===== src/rtl/fpba_pkg.sv =====
package fpba_pkg;

   localparam int NUM_BLOCKS_DEF = 16;
   localparam int SIZE_WIDTH_DEF = 16;

   localparam int SLOT_W      = 4;
   localparam int PORT_SIZE_W = 16;
   localparam int POLICY_W    = 2;
   localparam int COUNT_W     = 5;
   localparam int CSR_INDEX_W = 2;
   localparam int CSR_DATA_W  = 5;

   localparam logic [CSR_INDEX_W-1:0] CSR_POLICY      = 2'd0;
   localparam logic [CSR_INDEX_W-1:0] CSR_BLOCK_COUNT = 2'd1;

   localparam logic [POLICY_W-1:0] POL_FIRST = 2'd0;
   localparam logic [POLICY_W-1:0] POL_BEST  = 2'd1;
   localparam logic [POLICY_W-1:0] POL_WORST = 2'd2;

   localparam logic [COUNT_W-1:0] BLOCK_COUNT_RESET = 5'd16;

   typedef logic [1:0] step_type;

   localparam step_type STEP_FETCH  = 2'd0;
   localparam step_type STEP_DECIDE = 2'd1;
   localparam step_type STEP_LOAD   = 2'd2;
   localparam step_type STEP_SCAN   = 2'd3;

   typedef enum logic [1:0] {
      OP_FETCH,
      OP_LOAD,
      OP_SCAN,
      OP_DECIDE
   } op_type;

   typedef enum logic [1:0] {
      C_ALWAYS,
      C_ACCEPT,
      C_SCAN_LAST,
      C_OUT_FREE
   } cond_type;

   typedef struct packed {
      logic     req_ready;
      op_type   op;
      cond_type cond;
      logic     dispatch;
      step_type t_true;
      step_type t_false;
   } ctrl_word_type;

   typedef struct packed {
      logic accept;
      logic kind;
      logic scan_last;
      logic out_free;
   } status_type;

   // The fetch step dispatches on the word's kind: the load step and the scan
   // step differ only in their lowest code bit.
   function automatic ctrl_word_type ucode_rom(input step_type step);
      ctrl_word_type cw;
      unique case (step)
         STEP_FETCH:  cw = '{1'b1, OP_FETCH,  C_ACCEPT,    1'b1, STEP_LOAD,   STEP_FETCH};
         STEP_LOAD:   cw = '{1'b0, OP_LOAD,   C_ALWAYS,    1'b0, STEP_FETCH,  STEP_FETCH};
         STEP_SCAN:   cw = '{1'b0, OP_SCAN,   C_SCAN_LAST, 1'b0, STEP_DECIDE, STEP_SCAN};
         STEP_DECIDE: cw = '{1'b0, OP_DECIDE, C_OUT_FREE,  1'b0, STEP_FETCH,  STEP_DECIDE};
      endcase
      return cw;
   endfunction

endpackage


===== src/rtl/fit_policy_block_allocator.sv =====
// A request word runs a fetch step, a scan step for each block read from the free-size
// RAM, and a write-back step that waits while a response is still held. A load word
// runs a fetch step and a load step. The response is registered in the write-back
// step; the next word is accepted while a response waits.
// Synchronous reset marks every block empty at once through per-block valid bits
// and sets the policy to first fit and the block count to 16.
module fit_policy_block_allocator #(
   parameter int NUM_BLOCKS = fpba_pkg::NUM_BLOCKS_DEF,
   parameter int SIZE_WIDTH = fpba_pkg::SIZE_WIDTH_DEF
) (
   input  logic                             clock,
   input  logic                             reset,
   input  logic                             req_valid,
   output logic                             req_ready,
   input  logic                             req_kind,
   input  logic [fpba_pkg::SLOT_W-1:0]      req_slot,
   input  logic [fpba_pkg::PORT_SIZE_W-1:0] req_size,
   input  logic                             req_batch_last,
   output logic                             rsp_valid,
   input  logic                             rsp_ready,
   output logic                             rsp_granted,
   output logic [fpba_pkg::SLOT_W-1:0]      rsp_chosen_block,
   output logic [fpba_pkg::PORT_SIZE_W-1:0] rsp_size_before,
   output logic [fpba_pkg::PORT_SIZE_W-1:0] rsp_size_left,
   output logic                             rsp_batch_done,
   input  logic                             csr_write_en,
   input  logic [fpba_pkg::CSR_INDEX_W-1:0] csr_index,
   input  logic [fpba_pkg::CSR_DATA_W-1:0]  csr_wdata
);
   import fpba_pkg::*;

   localparam int IDX_W = (NUM_BLOCKS > 1) ? $clog2(NUM_BLOCKS) : 1;
   localparam int CNT_W = $clog2(NUM_BLOCKS + 1);
   localparam int CMP_W = (CNT_W > COUNT_W) ? CNT_W : COUNT_W;

   logic [POLICY_W-1:0] policy_ff, policy_in;
   logic [COUNT_W-1:0]  count_ff, count_in;
   logic [CMP_W-1:0]    count_ext;
   logic [CMP_W-1:0]    last_ext;
   logic [IDX_W-1:0]    last_idx;
   logic                accept;
   ctrl_word_type       ctrl;
   status_type          status;

   always_comb begin
      policy_in = policy_ff;
      count_in  = count_ff;
      if (csr_write_en) begin
         if (csr_index == CSR_POLICY) begin
            policy_in = csr_wdata[POLICY_W-1:0];
         end else if (csr_index == CSR_BLOCK_COUNT) begin
            count_in = csr_wdata[COUNT_W-1:0];
         end
      end
   end

   always_ff @(posedge clock) begin
      if (reset) begin
         policy_ff <= POL_FIRST;
         count_ff  <= BLOCK_COUNT_RESET;
      end else begin
         policy_ff <= policy_in;
         count_ff  <= count_in;
      end
   end

   // A count of zero scans one block; a count above the table scans all of it.
   always_comb begin
      count_ext = CMP_W'(count_ff);
      priority if (count_ext == '0) begin
         last_ext = '0;
      end else if (count_ext > CMP_W'(NUM_BLOCKS)) begin
         last_ext = CMP_W'(NUM_BLOCKS - 1);
      end else begin
         last_ext = count_ext - 1'b1;
      end
      last_idx = last_ext[IDX_W-1:0];
   end

   assign req_ready = ctrl.req_ready;
   assign accept    = req_valid && ctrl.req_ready;

   fpba_seq u_seq (
      .clock  (clock),
      .reset  (reset),
      .status (status),
      .ctrl   (ctrl)
   );

   fpba_datapath #(
      .NUM_BLOCKS (NUM_BLOCKS),
      .SIZE_WIDTH (SIZE_WIDTH)
   ) u_datapath (
      .clock            (clock),
      .reset            (reset),
      .ctrl             (ctrl),
      .policy           (policy_ff),
      .last_idx         (last_idx),
      .accept           (accept),
      .req_kind         (req_kind),
      .req_slot         (req_slot),
      .req_size         (req_size),
      .req_batch_last   (req_batch_last),
      .rsp_ready        (rsp_ready),
      .rsp_valid        (rsp_valid),
      .rsp_granted      (rsp_granted),
      .rsp_chosen_block (rsp_chosen_block),
      .rsp_size_before  (rsp_size_before),
      .rsp_size_left    (rsp_size_left),
      .rsp_batch_done   (rsp_batch_done),
      .status           (status)
   );

`ifndef SYNTH
   a_rsp_from_decide: assert property (@(posedge clock) disable iff (reset)
      $rose(rsp_valid) |-> $past(ctrl.op == OP_DECIDE))
      else $error("response raised outside the write-back step");

   a_request_scans: assert property (@(posedge clock) disable iff (reset)
      (req_valid && req_ready && req_kind) |=> (ctrl.op == OP_SCAN))
      else $error("accepted request did not start a scan");

   a_refusal_zero: assert property (@(posedge clock) disable iff (reset)
      (rsp_valid && !rsp_granted) |->
         (rsp_chosen_block == '0 && rsp_size_before == '0 && rsp_size_left == '0))
      else $error("refused response carries nonzero fields");
`endif

endmodule


===== src/rtl/fpba_ram.sv =====
module fpba_ram #(
   parameter int WIDTH = fpba_pkg::SIZE_WIDTH_DEF,
   parameter int DEPTH = fpba_pkg::NUM_BLOCKS_DEF,
   localparam int AW = (DEPTH > 1) ? $clog2(DEPTH) : 1
) (
   input  logic             clock,
   input  logic             wr_en,
   input  logic [AW-1:0]    wr_addr,
   input  logic [WIDTH-1:0] wr_data,
   input  logic [AW-1:0]    rd_addr,
   output logic [WIDTH-1:0] rd_data
);

   logic [WIDTH-1:0] mem_ff [DEPTH];
   logic [WIDTH-1:0] rd_data_ff;

   always_ff @(posedge clock) begin
      if (wr_en) begin
         mem_ff[wr_addr] <= wr_data;
      end
      rd_data_ff <= mem_ff[rd_addr];
   end

   assign rd_data = rd_data_ff;

endmodule


===== src/rtl/fpba_seq.sv =====
module fpba_seq (
   input  logic                   clock,
   input  logic                   reset,
   input  fpba_pkg::status_type    status,
   output fpba_pkg::ctrl_word_type ctrl
);
   import fpba_pkg::*;

   step_type step_ff;
   step_type step_in;
   logic     cond_true;
   step_type target;

   assign ctrl = ucode_rom(step_ff);

   always_comb begin
      unique case (ctrl.cond)
         C_ALWAYS:    cond_true = 1'b1;
         C_ACCEPT:    cond_true = status.accept;
         C_SCAN_LAST: cond_true = status.scan_last;
         C_OUT_FREE:  cond_true = status.out_free;
      endcase
      target = cond_true ? ctrl.t_true : ctrl.t_false;
      if (cond_true && ctrl.dispatch) begin
         target = target | {1'b0, status.kind};
      end
      step_in = target;
   end

   always_ff @(posedge clock) begin
      if (reset) begin
         step_ff <= STEP_FETCH;
      end else begin
         step_ff <= step_in;
      end
   end

endmodule


===== src/rtl/fpba_datapath.sv =====
module fpba_datapath #(
   parameter int NUM_BLOCKS = fpba_pkg::NUM_BLOCKS_DEF,
   parameter int SIZE_WIDTH = fpba_pkg::SIZE_WIDTH_DEF,
   localparam int IDX_W = (NUM_BLOCKS > 1) ? $clog2(NUM_BLOCKS) : 1
) (
   input  logic                             clock,
   input  logic                             reset,
   input  fpba_pkg::ctrl_word_type          ctrl,
   input  logic [fpba_pkg::POLICY_W-1:0]    policy,
   input  logic [IDX_W-1:0]                 last_idx,
   input  logic                             accept,
   input  logic                             req_kind,
   input  logic [fpba_pkg::SLOT_W-1:0]      req_slot,
   input  logic [fpba_pkg::PORT_SIZE_W-1:0] req_size,
   input  logic                             req_batch_last,
   input  logic                             rsp_ready,
   output logic                             rsp_valid,
   output logic                             rsp_granted,
   output logic [fpba_pkg::SLOT_W-1:0]      rsp_chosen_block,
   output logic [fpba_pkg::PORT_SIZE_W-1:0] rsp_size_before,
   output logic [fpba_pkg::PORT_SIZE_W-1:0] rsp_size_left,
   output logic                             rsp_batch_done,
   output fpba_pkg::status_type             status
);
   import fpba_pkg::*;

   localparam int CNT_W = $clog2(NUM_BLOCKS + 1);
   localparam int CMP_W = (CNT_W > SLOT_W) ? CNT_W : SLOT_W + 1;

   logic [SLOT_W-1:0]     slot_ff, slot_in;
   logic [SIZE_WIDTH-1:0] size_ff, size_in;
   logic                  last_ff, last_in;
   logic [IDX_W-1:0]      idx_ff, idx_in;
   logic [IDX_W-1:0]      pick_ff, pick_in;
   logic [SIZE_WIDTH-1:0] best_ff, best_in;
   logic                  found_ff, found_in;
   logic [NUM_BLOCKS-1:0] valid_ff;

   logic                   rsp_valid_ff, rsp_valid_in;
   logic                   rsp_granted_ff, rsp_granted_in;
   logic [SLOT_W-1:0]      rsp_chosen_ff, rsp_chosen_in;
   logic [PORT_SIZE_W-1:0] rsp_before_ff, rsp_before_in;
   logic [PORT_SIZE_W-1:0] rsp_left_ff, rsp_left_in;
   logic                   rsp_done_ff, rsp_done_in;

   logic                  wr_en;
   logic [IDX_W-1:0]      wr_addr;
   logic [SIZE_WIDTH-1:0] wr_data;
   logic [IDX_W-1:0]      rd_addr;
   logic [SIZE_WIDTH-1:0] rd_data;

   logic [SIZE_WIDTH-1:0] entry;
   logic                  fits;
   logic                  hit;
   logic [CMP_W-1:0]      slot_ext;
   logic                  slot_ok;
   logic                  out_free;

   fpba_ram #(
      .WIDTH (SIZE_WIDTH),
      .DEPTH (NUM_BLOCKS)
   ) u_ram (
      .clock   (clock),
      .wr_en   (wr_en),
      .wr_addr (wr_addr),
      .wr_data (wr_data),
      .rd_addr (rd_addr),
      .rd_data (rd_data)
   );

   // Blocks never written since reset read as empty.
   assign entry    = valid_ff[idx_ff] ? rd_data : '0;
   assign fits     = (entry >= size_ff);
   assign slot_ext = CMP_W'(slot_ff);
   assign slot_ok  = (slot_ext < CMP_W'(NUM_BLOCKS));
   assign out_free = !rsp_valid_ff || rsp_ready;

   assign status.accept    = accept;
   assign status.kind      = req_kind;
   assign status.scan_last = (idx_ff == last_idx);
   assign status.out_free  = out_free;

   always_comb begin
      slot_in  = slot_ff;
      size_in  = size_ff;
      last_in  = last_ff;
      idx_in   = idx_ff;
      pick_in  = pick_ff;
      best_in  = best_ff;
      found_in = found_ff;

      rsp_valid_in   = rsp_valid_ff && !rsp_ready;
      rsp_granted_in = rsp_granted_ff;
      rsp_chosen_in  = rsp_chosen_ff;
      rsp_before_in  = rsp_before_ff;
      rsp_left_in    = rsp_left_ff;
      rsp_done_in    = rsp_done_ff;

      wr_en   = 1'b0;
      wr_addr = pick_ff;
      wr_data = best_ff - size_ff;
      rd_addr = '0;
      hit     = (policy == POL_WORST) ? (best_ff >= size_ff) : found_ff;

      unique case (ctrl.op)
         OP_FETCH: begin
            if (accept) begin
               slot_in  = req_slot;
               size_in  = SIZE_WIDTH'(req_size);
               last_in  = req_batch_last;
               idx_in   = '0;
               pick_in  = '0;
               best_in  = '0;
               found_in = 1'b0;
            end
         end
         OP_LOAD: begin
            wr_en   = slot_ok;
            wr_addr = slot_ext[IDX_W-1:0];
            wr_data = size_ff;
         end
         OP_SCAN: begin
            idx_in  = idx_ff + 1'b1;
            rd_addr = idx_ff + 1'b1;
            unique case (policy)
               POL_FIRST: begin
                  if (!found_ff && fits) begin
                     found_in = 1'b1;
                     pick_in  = idx_ff;
                     best_in  = entry;
                  end
               end
               POL_BEST: begin
                  if (fits && (!found_ff || entry < best_ff)) begin
                     found_in = 1'b1;
                     pick_in  = idx_ff;
                     best_in  = entry;
                  end
               end
               POL_WORST: begin
                  if (idx_ff == '0 || entry > best_ff) begin
                     pick_in = idx_ff;
                     best_in = entry;
                  end
               end
               default: begin
               end
            endcase
         end
         OP_DECIDE: begin
            if (out_free) begin
               wr_en          = hit;
               rsp_valid_in   = 1'b1;
               rsp_granted_in = hit;
               rsp_chosen_in  = hit ? SLOT_W'(pick_ff) : '0;
               rsp_before_in  = hit ? PORT_SIZE_W'(best_ff) : '0;
               rsp_left_in    = hit ? PORT_SIZE_W'(best_ff - size_ff) : '0;
               rsp_done_in    = last_ff;
            end
         end
      endcase
   end

   always_ff @(posedge clock) begin
      if (reset) begin
         valid_ff     <= '0;
         rsp_valid_ff <= 1'b0;
      end else begin
         if (wr_en) begin
            valid_ff[wr_addr] <= 1'b1;
         end
         rsp_valid_ff <= rsp_valid_in;
      end
   end

   always_ff @(posedge clock) begin
      slot_ff        <= slot_in;
      size_ff        <= size_in;
      last_ff        <= last_in;
      idx_ff         <= idx_in;
      pick_ff        <= pick_in;
      best_ff        <= best_in;
      found_ff       <= found_in;
      rsp_granted_ff <= rsp_granted_in;
      rsp_chosen_ff  <= rsp_chosen_in;
      rsp_before_ff  <= rsp_before_in;
      rsp_left_ff    <= rsp_left_in;
      rsp_done_ff    <= rsp_done_in;
   end

   assign rsp_valid        = rsp_valid_ff;
   assign rsp_granted      = rsp_granted_ff;
   assign rsp_chosen_block = rsp_chosen_ff;
   assign rsp_size_before  = rsp_before_ff;
   assign rsp_size_left    = rsp_left_ff;
   assign rsp_batch_done   = rsp_done_ff;

endmodule

===== config.mk =====
export PLATFORM = sky130hd
export DESIGN_NAME = fit_policy_block_allocator
export DESIGN_NICKNAME = d
export VERILOG_FILES = /design/src/rtl/fpba_pkg.sv /design/src/rtl/fit_policy_block_allocator.sv /design/src/rtl/fpba_ram.sv /design/src/rtl/fpba_seq.sv /design/src/rtl/fpba_datapath.sv
export SDC_FILE = /design/constraint.sdc
export NUM_CORES = 1
export LEC_CHECK = 0
export ABC_AREA = 1
export BUFFER_PORTS_ARGS = -buffer_cell sky130_fd_sc_hd__buf_2
export CORE_ASPECT_RATIO = 2
export CORE_MARGIN = 3
export CORE_UTILIZATION = 32
export DETAILED_ROUTE_END_ITERATION = 10
export GPL_TIMING_DRIVEN = 0
export SLEW_MARGIN = 20
export SYNTH_ARGS = -nofsm -noshare
export SYNTH_HDL_FRONTEND = slang
export SYNTH_HIERARCHICAL = 1
export SYNTH_SLANG_ARGS = --single-unit

===== constraint.sdc =====
create_clock -name clock -period 6.9 [get_ports clock]
set_input_delay 2.07 -clock clock [delete_from_list [all_inputs] [get_ports clock]]
set_output_delay 2.07 -clock clock [all_outputs]
set_load 0.005 [all_outputs]

# ---- Yosys cells after proc, flatten, opt, wreduce, memory -nomap -nowiden
# Memory sizes are Yosys's and may differ from the RTL's. A register that Yosys moved wholly into a read port is not among the register bits.
# Index checks and enable logic that the tools add are counted.
dict set report totals {
  ff_bits 110
  ramBits 256
  input_bits 34
  out_inout_bits 40
  word_cells 118
  mem_count 1
}
# name words width rd rd_clocked_by_memory_dff wr line
set memory_table {}
lappend memory_table {u_datapath.u_ram.mem_ff 16 16 1 1 1 fpba_ram.sv:14} ;# logic [WIDTH-1:0] mem_ff [DEPTH];
dict set report op_classes {
  addsub 3
  n_lt_le_gt_ge 9
  eq_ne 19
  n_mux 39
  bitwise 3
  n_reduce_logical 27
}
# cell count
set ops {}
lappend ops {{$mux 16} 6}
lappend ops {{$pmux 16 s3} 1}
lappend ops {{$pmux 10 s4} 1}
lappend ops {{$ge 16x16->1} 2}
lappend ops {{$mux 4} 8}
lappend ops {{$pmux 16 s2} 1}
lappend ops {{$gt 16x16->1} 1}
lappend ops {{$lt 16x16->1} 1}
lappend ops {{$or 16x16->16} 1}
lappend ops {{$pmux 4 s2} 2}
lappend ops {{$sub 16x16->16} 1}
lappend ops {{$lt 4x5->1 const B} 3}
lappend ops {{$eq 2x2->1 const B} 7}
lappend ops {{$pmux 4 s3} 1}
lappend ops {{$mux 1} 11}
lappend ops {{$eq 2x1->1 const B} 5}
lappend ops {{$logic_not 2->1} 5}
lappend ops {{$reduce_and 2->1} 4}
lappend ops {{$logic_and 1x1->1} 6}
lappend ops {{$ne 3x2->1 const B} 2}
lappend ops {{$ne 3x3->1 const B} 2}
lappend ops {{$pmux 1 s2} 3}
lappend ops {{$reduce_and 6->1} 1}
lappend ops {{$gt 5x5->1 const B} 1}
lappend ops {{19 further kinds} 24}

# ---- Longest topological paths before layout
dict set report logic_depth {
  word_depth 9
  ltp_mapped 24
  mapped_depth_nobuf 22
}

# ---- Cells and area by module
# The synthesis kept the hierarchy.
# module instances cells_per_inst area_per_inst_um2 seq_area_each_um2
set by_module_without_submodules {}
lappend by_module_without_submodules {fpba_ram 1 1074 11380.9 8007.7}
lappend by_module_without_submodules {fpba_datapath 1 642 5774.3 2862.7}
lappend by_module_without_submodules {fit_policy_block_allocator 1 50 387.9 140.1}
lappend by_module_without_submodules {fpba_seq 1 33 247.7 40.0}

# ---- Worst setup path after synthesis
# OpenSTA, ideal clock, no wires.
dict set report synth_path {
  path_kind {input to register}
  startpoint {in rsp_ready}
  endpoint {mem u_datapath/u_ram/mem_ff[10][0] (netlist bit), enable pin}
  setup_time_ns 0.388
  t_arrival_ns 5.373
  t_required_ns 6.512
  path_slack_ns 1.138
  stages 7
  n_path_buf 1
  cell_sequence {inv_1 -> a21oi_1 -> nand2_2 -> nand2_4 -> buf_8 -> nand3b_1 -> nor2_1}
}
dict set report synth_via {
  elab_chain_len 5
}
# element line
set synth_rtl {}
lappend synth_rtl {{start: declaration} fit_policy_block_allocator.sv:20} ;# input logic rsp_ready,
lappend synth_rtl {{$logic_or 1x1->1} fpba_datapath.sv:76} ;# assign out_free = !rsp_valid_ff || rsp_ready;
lappend synth_rtl {{$mux 1} fpba_datapath.sv:151} ;# if (out_free) begin
lappend synth_rtl {{$pmux 1 s2} fpba_datapath.sv:105} ;# unique case (ctrl.op)
lappend synth_rtl {{named net u_datapath.wr_en} fpba_datapath.sv:46} ;# logic wr_en;
lappend synth_rtl {{$mux 1} fpba_ram.sv:18} ;# if (wr_en) begin
lappend synth_rtl {{$mux 1 (implied by the code)} fpba_ram.sv:19} ;# mem_ff[wr_addr] <= wr_data;
lappend synth_rtl {{end: declaration} fpba_ram.sv:14}
# The timed path passes the listed nets, and every way through them passes these cells.

# ---- Worst setup path in the final report
dict set report layout_path {
  startpoint {reg u_datapath.idx_ff[0]}
  endpoint {reg u_datapath.best_ff[10], enable pin}
}
dict set report layout_via {
  elab_chain_len 8
  elab_cells_between_ends 15
  classes_between {3 x order compare; 3 x eq/ne; 3 x mux; 6 x reduce/logical}
}
# element line
set layout_rtl {}
lappend layout_rtl {{start: declaration} fpba_datapath.sv:33} ;# logic [IDX_W-1:0] idx_ff, idx_in;
lappend layout_rtl {{start signal: assignment} fpba_datapath.sv:180} ;# idx_ff <= idx_in;
lappend layout_rtl {{$bmux 1 s4 *} fpba_datapath.sv:72} ;# assign entry = valid_ff[idx_ff] ? rd_data : '0;
lappend layout_rtl {{$mux 1 (implied by the code) *} fpba_datapath.sv:72}
lappend layout_rtl {{$mux 16 *} fpba_datapath.sv:72}
lappend layout_rtl {{named net u_datapath.entry[10]} fpba_datapath.sv:52} ;# logic [SIZE_WIDTH-1:0] entry;
lappend layout_rtl {{$lt 16x16->1} fpba_datapath.sv:134} ;# if (fits && (!found_ff || entry < best_ff)) begin
lappend layout_rtl {{$logic_or 1x1->1} fpba_datapath.sv:134}
lappend layout_rtl {{$logic_and 1x1->1} fpba_datapath.sv:134}
lappend layout_rtl {{$ne 3x2->1 (no line)} n/a}
lappend layout_rtl {{$reduce_and 6->1 (no line) *} n/a}
lappend layout_rtl {{end signal: assignment} fpba_datapath.sv:182} ;# best_ff <= best_in;
lappend layout_rtl {{end: declaration} fpba_datapath.sv:35} ;# logic [SIZE_WIDTH-1:0] best_ff, best_in;
# The timed path passes the listed nets; every way through them passes the cells marked *. The select of a mux whose other input is x is not followed.
# A chain may end at the register's enable or synchronous reset.

==> report_table.html <==
<table>
<tr><th>Metric</th><th>Value</th></tr>
<tr><th colspan="2">Critical path</th></tr>
<tr><td>CP endpoint kind</td><td>register</td></tr>
<tr><td>Register-to-register path setup slack</td><td>1.90 ns</td></tr>
<tr><td>Capture point of the worst reg-to-reg path</td><td>u_datapath/best_ff[10]</td></tr>
<tr><td>Maximum fanout along the worst path</td><td>20</td></tr>
<tr><td>Arrival time reported for the critical path endpoint</td><td>just over 5 ns</td></tr>
<tr><td>Count of cells along the worst register-to-register path</td><td>19</td></tr>
<tr><td>CP Class</td><td>register to register</td></tr>
<tr><td>CP startpoint kind</td><td>register</td></tr>
<tr><td>Crit path required time</td><td>7.07 ns</td></tr>
<tr><td>Startpoint of the worst register-to-register path</td><td>u_datapath/idx_ff[0]</td></tr>
<tr><th colspan="2">Route</th></tr>
<tr><td>DR WL/cell</td><td>19.22 microns</td></tr>
<tr><td>DRC errors left</td><td>0</td></tr>
<tr><td>Drt pass-1 iters</td><td>8</td></tr>
<tr><td>Final wirelength</td><td>a little over 50000 microns</td></tr>
<tr><td>DRT iter0 DRCs</td><td>between 700 and 800</td></tr>
<tr><td>Via-per-instance ratio</td><td>about 4.8</td></tr>
<tr><td>Vias</td><td>12870</td></tr>
<tr><td>ANT nets after route</td><td>0</td></tr>
<tr><th colspan="2">Job</th></tr>
<tr><td>Reported max-cap violation count</td><td>0</td></tr>
<tr><th colspan="2">Synth</th></tr>
<tr><td>Yosys warning total</td><td>6</td></tr>
<tr><td>Mean area per synthesized cell</td><td>9.895 sq um</td></tr>
<tr><td>Post-synthesis instance total</td><td>between 1500 and 2000</td></tr>
<tr><td>Cell area after synthesis</td><td>17760 sq um</td></tr>
<tr><td>Post-synth net total</td><td>roughly 1900</td></tr>
<tr><th colspan="2">Min path</th></tr>
<tr><td>Worst hold path stage count</td><td>0</td></tr>
<tr><td>Endpoint, Worst Hold</td><td>u_datapath/rsp_batch_done</td></tr>
<tr><td>Worst hold start</td><td>u_datapath/last_ff</td></tr>
<tr><td>Class of the worst hold path</td><td>register to register</td></tr>
<tr><th colspan="2">Clock tree</th></tr>
<tr><td>Number of instances resized during post-cts repair</td><td>0</td></tr>
<tr><td>Clk Latency, worst-skew pair</td><td>0.55 ns</td></tr>
<tr><td>TritonCTS Buffers</td><td>34</td></tr>
<tr><td>Number of buffers on the longest clock path</td><td>3</td></tr>
<tr><td>Number of H-tree levels</td><td>2</td></tr>
<tr><td>CTS tree</td><td>built</td></tr>
<tr><td>Clock tree root buffer cell</td><td>sky130_fd_sc_hd__clkbuf_16</td></tr>
<tr><td>Clk sink count</td><td>382</td></tr>
<tr><td>Clock-pin slew of the registers on the worst-case setup and hold paths</td><td>0.07 ns</td></tr>
<tr><td>Post-CTS setup-driven buffer insertion count</td><td>0</td></tr>
<tr><td>CTS Hold Buffers Added</td><td>0</td></tr>
<tr><th colspan="2">Placement</th></tr>
<tr><td>Buffers on Ports</td><td>between 70 and 80</td></tr>
<tr><td>Placed Instance Area</td><td>19450 sq um</td></tr>
<tr><td>Half-perimeter wire length after placement</td><td>39760 microns</td></tr>
<tr><td>Gp weighted congestion</td><td>0.9297</td></tr>
<tr><td>Cells after DPL</td><td>between 2000 and 3000</td></tr>
<tr><th colspan="2">Cells and area</th></tr>
<tr><td>Summed area of non-filler cells in the final layout</td><td>20550 sq um</td></tr>
<tr><td>Net count reported at finish</td><td>slightly above 2000</td></tr>
<tr><td>Core occupancy in the finished layout</td><td>37.60%</td></tr>
<tr><td>Combined flip-flop and latch cell area</td><td>11050 sq um</td></tr>
<tr><td>Count of filler cells inserted in the layout</td><td>5350</td></tr>
<tr><td>Multi-input logic area</td><td>between 5000 and 6000 sq um</td></tr>
<tr><td>Number of non-filler instances in the completed layout</td><td>2692</td></tr>
<tr><td>Area Growth Syn to Fin</td><td>15.69%</td></tr>
<tr><td>Count of antenna diodes in the layout</td><td>0</td></tr>
<tr><td>Layout cell share with drive strength beyond 1</td><td>13.20%</td></tr>
<tr><th colspan="2">Die</th></tr>
<tr><td>Area of the die</td><td>58540 sq um</td></tr>
<tr><td>Initial core utilization</td><td>32.50%</td></tr>
<tr><td>Number of primary I/O pins</td><td>74</td></tr>
<tr><td>Die Height</td><td>roughly 340 microns</td></tr>
<tr><td>Row Count</td><td>roughly 120</td></tr>
<tr><td>Core footprint</td><td>54650 sq um</td></tr>
<tr><td>Die X</td><td>172.6 microns</td></tr>
<tr><th colspan="2">STA</th></tr>
<tr><td>Final number of hold-violating endpoints</td><td>0</td></tr>
<tr><td>Number of slew-limit violations in the final report</td><td>0</td></tr>
<tr><td>Worst max-slew margin expressed relative to the limit</td><td>40.98%</td></tr>
<tr><td>Maximum frequency from static timing analysis</td><td>0.2001 GHz</td></tr>
<tr><td>Transition at the pin with the smallest max-transition slack</td><td>0.8853 ns</td></tr>
<tr><td>Count of final setup violators</td><td>0</td></tr>
<tr><td>Post-route clock skew</td><td>0.02494 ns</td></tr>
<tr><td>Part of the cycle the worst path needs</td><td>72.41%</td></tr>
<tr><td>RSZ-0062 raised after global routing</td><td>false</td></tr>
<tr><td>Shortest clock period the worst path allows after layout</td><td>4.996 ns</td></tr>
<tr><th colspan="2">Global routing</th></tr>
<tr><td>Total Routing Usage GR</td><td>17.32%</td></tr>
<tr><td>Number of antenna violations at the first check in global routing</td><td>0</td></tr>
<tr><td>First-pass GRT wire length</td><td>around 77000 microns</td></tr>
<tr><td>Via count of the first global-routing pass</td><td>13080</td></tr>
<tr><td>Largest net degree at the start of global routing</td><td>25</td></tr>
<tr><td>GRT overflow</td><td>0</td></tr>
<tr><th colspan="2">Pwr</th></tr>
<tr><td>Power Density</td><td>between 500 and 600 nW/um^2</td></tr>
<tr><td>Worst IR drop on VDD</td><td>approximately 0.00024 V</td></tr>
<tr><td>Leakage Power</td><td>8.644 nW</td></tr>
<tr><td>Total chip power</td><td>11.17 mW</td></tr>
<tr><th colspan="2">Run status</th></tr>
<tr><td>Run status</td><td>finished, final reports clean</td></tr>
</table>
where the power goes:
part | internal [mW] | switching, mW | total, mW
registers | 3.96 | 0.170 | 4.13
logic | 1.37 | 3.75 | 5.12
clock network | 1.05 | 0.872 | 1.92
how the worst max path moves through the flow:
| stage | end | slack [ns] | start | cells past startpoint |
|---|---|---|---|---|
| floorplan | u_datapath/u_ram/mem_ff[10][0] | 1.14 | rsp_ready | 7 |
| global placement | u_datapath/u_ram/mem_ff[7][14] | -0.81 | rsp_ready | 8 |
| detailed placement | u_datapath/best_ff[10] | 1.88 | u_datapath/idx_ff[0] | 19 |
| CTS | u_datapath/best_ff[10] | 1.87 | u_datapath/idx_ff[0] | 19 |
| global route | u_datapath/best_ff[12] | 1.63 | u_datapath/idx_ff[0] | 19 |
| finish | u_datapath/best_ff[10] | 1.90 | u_datapath/idx_ff[0] | 19 |
metal layers:
layer / part of all wire, % / vias up / track usage, %
met5: 0 / - / 0
met4: 7.9 / 0 / 12.82
met3: 3.5 / 190 / 1.657
met2: 58 / 469 / 35.80
met1: 31 / 6085 / 14.73
li1: - / 6126 / -
metrics by stage:
stage / setup TNS [ns] / hold slack, ns / setup WS, ns
global route: 0 / 0.4882 / 1.634
CTS: 0 / 0.4682 / 1.873
global placement: -156.48 / 0.4478 / -0.8068
floorplan: 0 / 0.4003 / 1.138
detailed placement: 0 / 0.4569 / 1.882
finish: 0 / 0.4566 / 1.904
final cells by class:
type                            count  share of cell area [%]
Inverter                          296                   5.407
Multi-Input combinational cell   1045                   25.77
Sequential cell                   382                   53.78
Clock buffer                       43                   4.354
Clock inverter                     19                  0.9742
Timing Repair Buffer               97                   3.166
Tap cell                          738                   4.494
Buffer                             72                   2.058
placed cells by master, fill, tap and decap left out, types with 4 or more instances in the layout:
cell type	count
sky130_fd_sc_hd__a21oi_2	5
sky130_fd_sc_hd__nand2_1	455
sky130_fd_sc_hd__nor2_1	116
sky130_fd_sc_hd__clkinvlp_4	4
sky130_fd_sc_hd__ha_1	55
sky130_fd_sc_hd__clkbuf_16	34
sky130_fd_sc_hd__buf_2	92
sky130_fd_sc_hd__a21oi_1	50
sky130_fd_sc_hd__nand3_1	223
sky130_fd_sc_hd__clkinv_1	6
sky130_fd_sc_hd__nor3_1	17
sky130_fd_sc_hd__nor2_2	13
sky130_fd_sc_hd__inv_1	288
sky130_fd_sc_hd__o21bai_1	4
sky130_fd_sc_hd__clkbuf_1	31
sky130_fd_sc_hd__o21ai_2	12
sky130_fd_sc_hd__nand4_1	6
sky130_fd_sc_hd__dfxtp_1	42
sky130_fd_sc_hd__inv_2	7
sky130_fd_sc_hd__edfxtp_1	340
sky130_fd_sc_hd__nor2_4	4
sky130_fd_sc_hd__xor2_1	7
sky130_fd_sc_hd__nand2_2	5
sky130_fd_sc_hd__buf_8	4
sky130_fd_sc_hd__o21ai_1	12
sky130_fd_sc_hd__buf_4	28
sky130_fd_sc_hd__o21ai_0	17
sky130_fd_sc_hd__xnor2_1	9
sky130_fd_sc_hd__buf_6	20
registers in the layout, indices dropped and copies added (netlist names), 4 cells and up:
name and count:
u_datapath/slot_ff 4, u_datapath/rsp_chosen_block 4, u_datapath/u_ram/rd_data 16, u_datapath/rsp_size_left 16
u_datapath/rsp_size_before 16, u_datapath/valid_ff 16, u_datapath/best_ff 16, u_datapath/idx_ff 4
u_datapath/pick_ff 4, u_datapath/size_ff 16, u_datapath/u_ram/mem_ff 256, count_ext 5
critical path: stages, from the launching register on:
cell                        delay (ns)
sky130_fd_sc_hd__edfxtp_1         0.55
sky130_fd_sc_hd__inv_2            0.17
sky130_fd_sc_hd__nand2_1          0.09
sky130_fd_sc_hd__nand3_1          0.06
sky130_fd_sc_hd__nand3_1          0.15
sky130_fd_sc_hd__nand3_2          0.15
sky130_fd_sc_hd__nand2_1          0.11
sky130_fd_sc_hd__clkbuf_1         0.40
sky130_fd_sc_hd__clkbuf_1         0.56
sky130_fd_sc_hd__nor2_1           0.15
sky130_fd_sc_hd__ha_1             0.31
sky130_fd_sc_hd__nand2_1          0.06
sky130_fd_sc_hd__inv_1            0.06
sky130_fd_sc_hd__nand3_1          0.07
sky130_fd_sc_hd__a31oi_1          0.12
sky130_fd_sc_hd__a2111oi_2        0.56
sky130_fd_sc_hd__nand3_1          0.17
sky130_fd_sc_hd__nand2_1          0.11
sky130_fd_sc_hd__nand3_1          0.11
sky130_fd_sc_hd__a21oi_4          0.63
(Power assumes the default switching activity.)
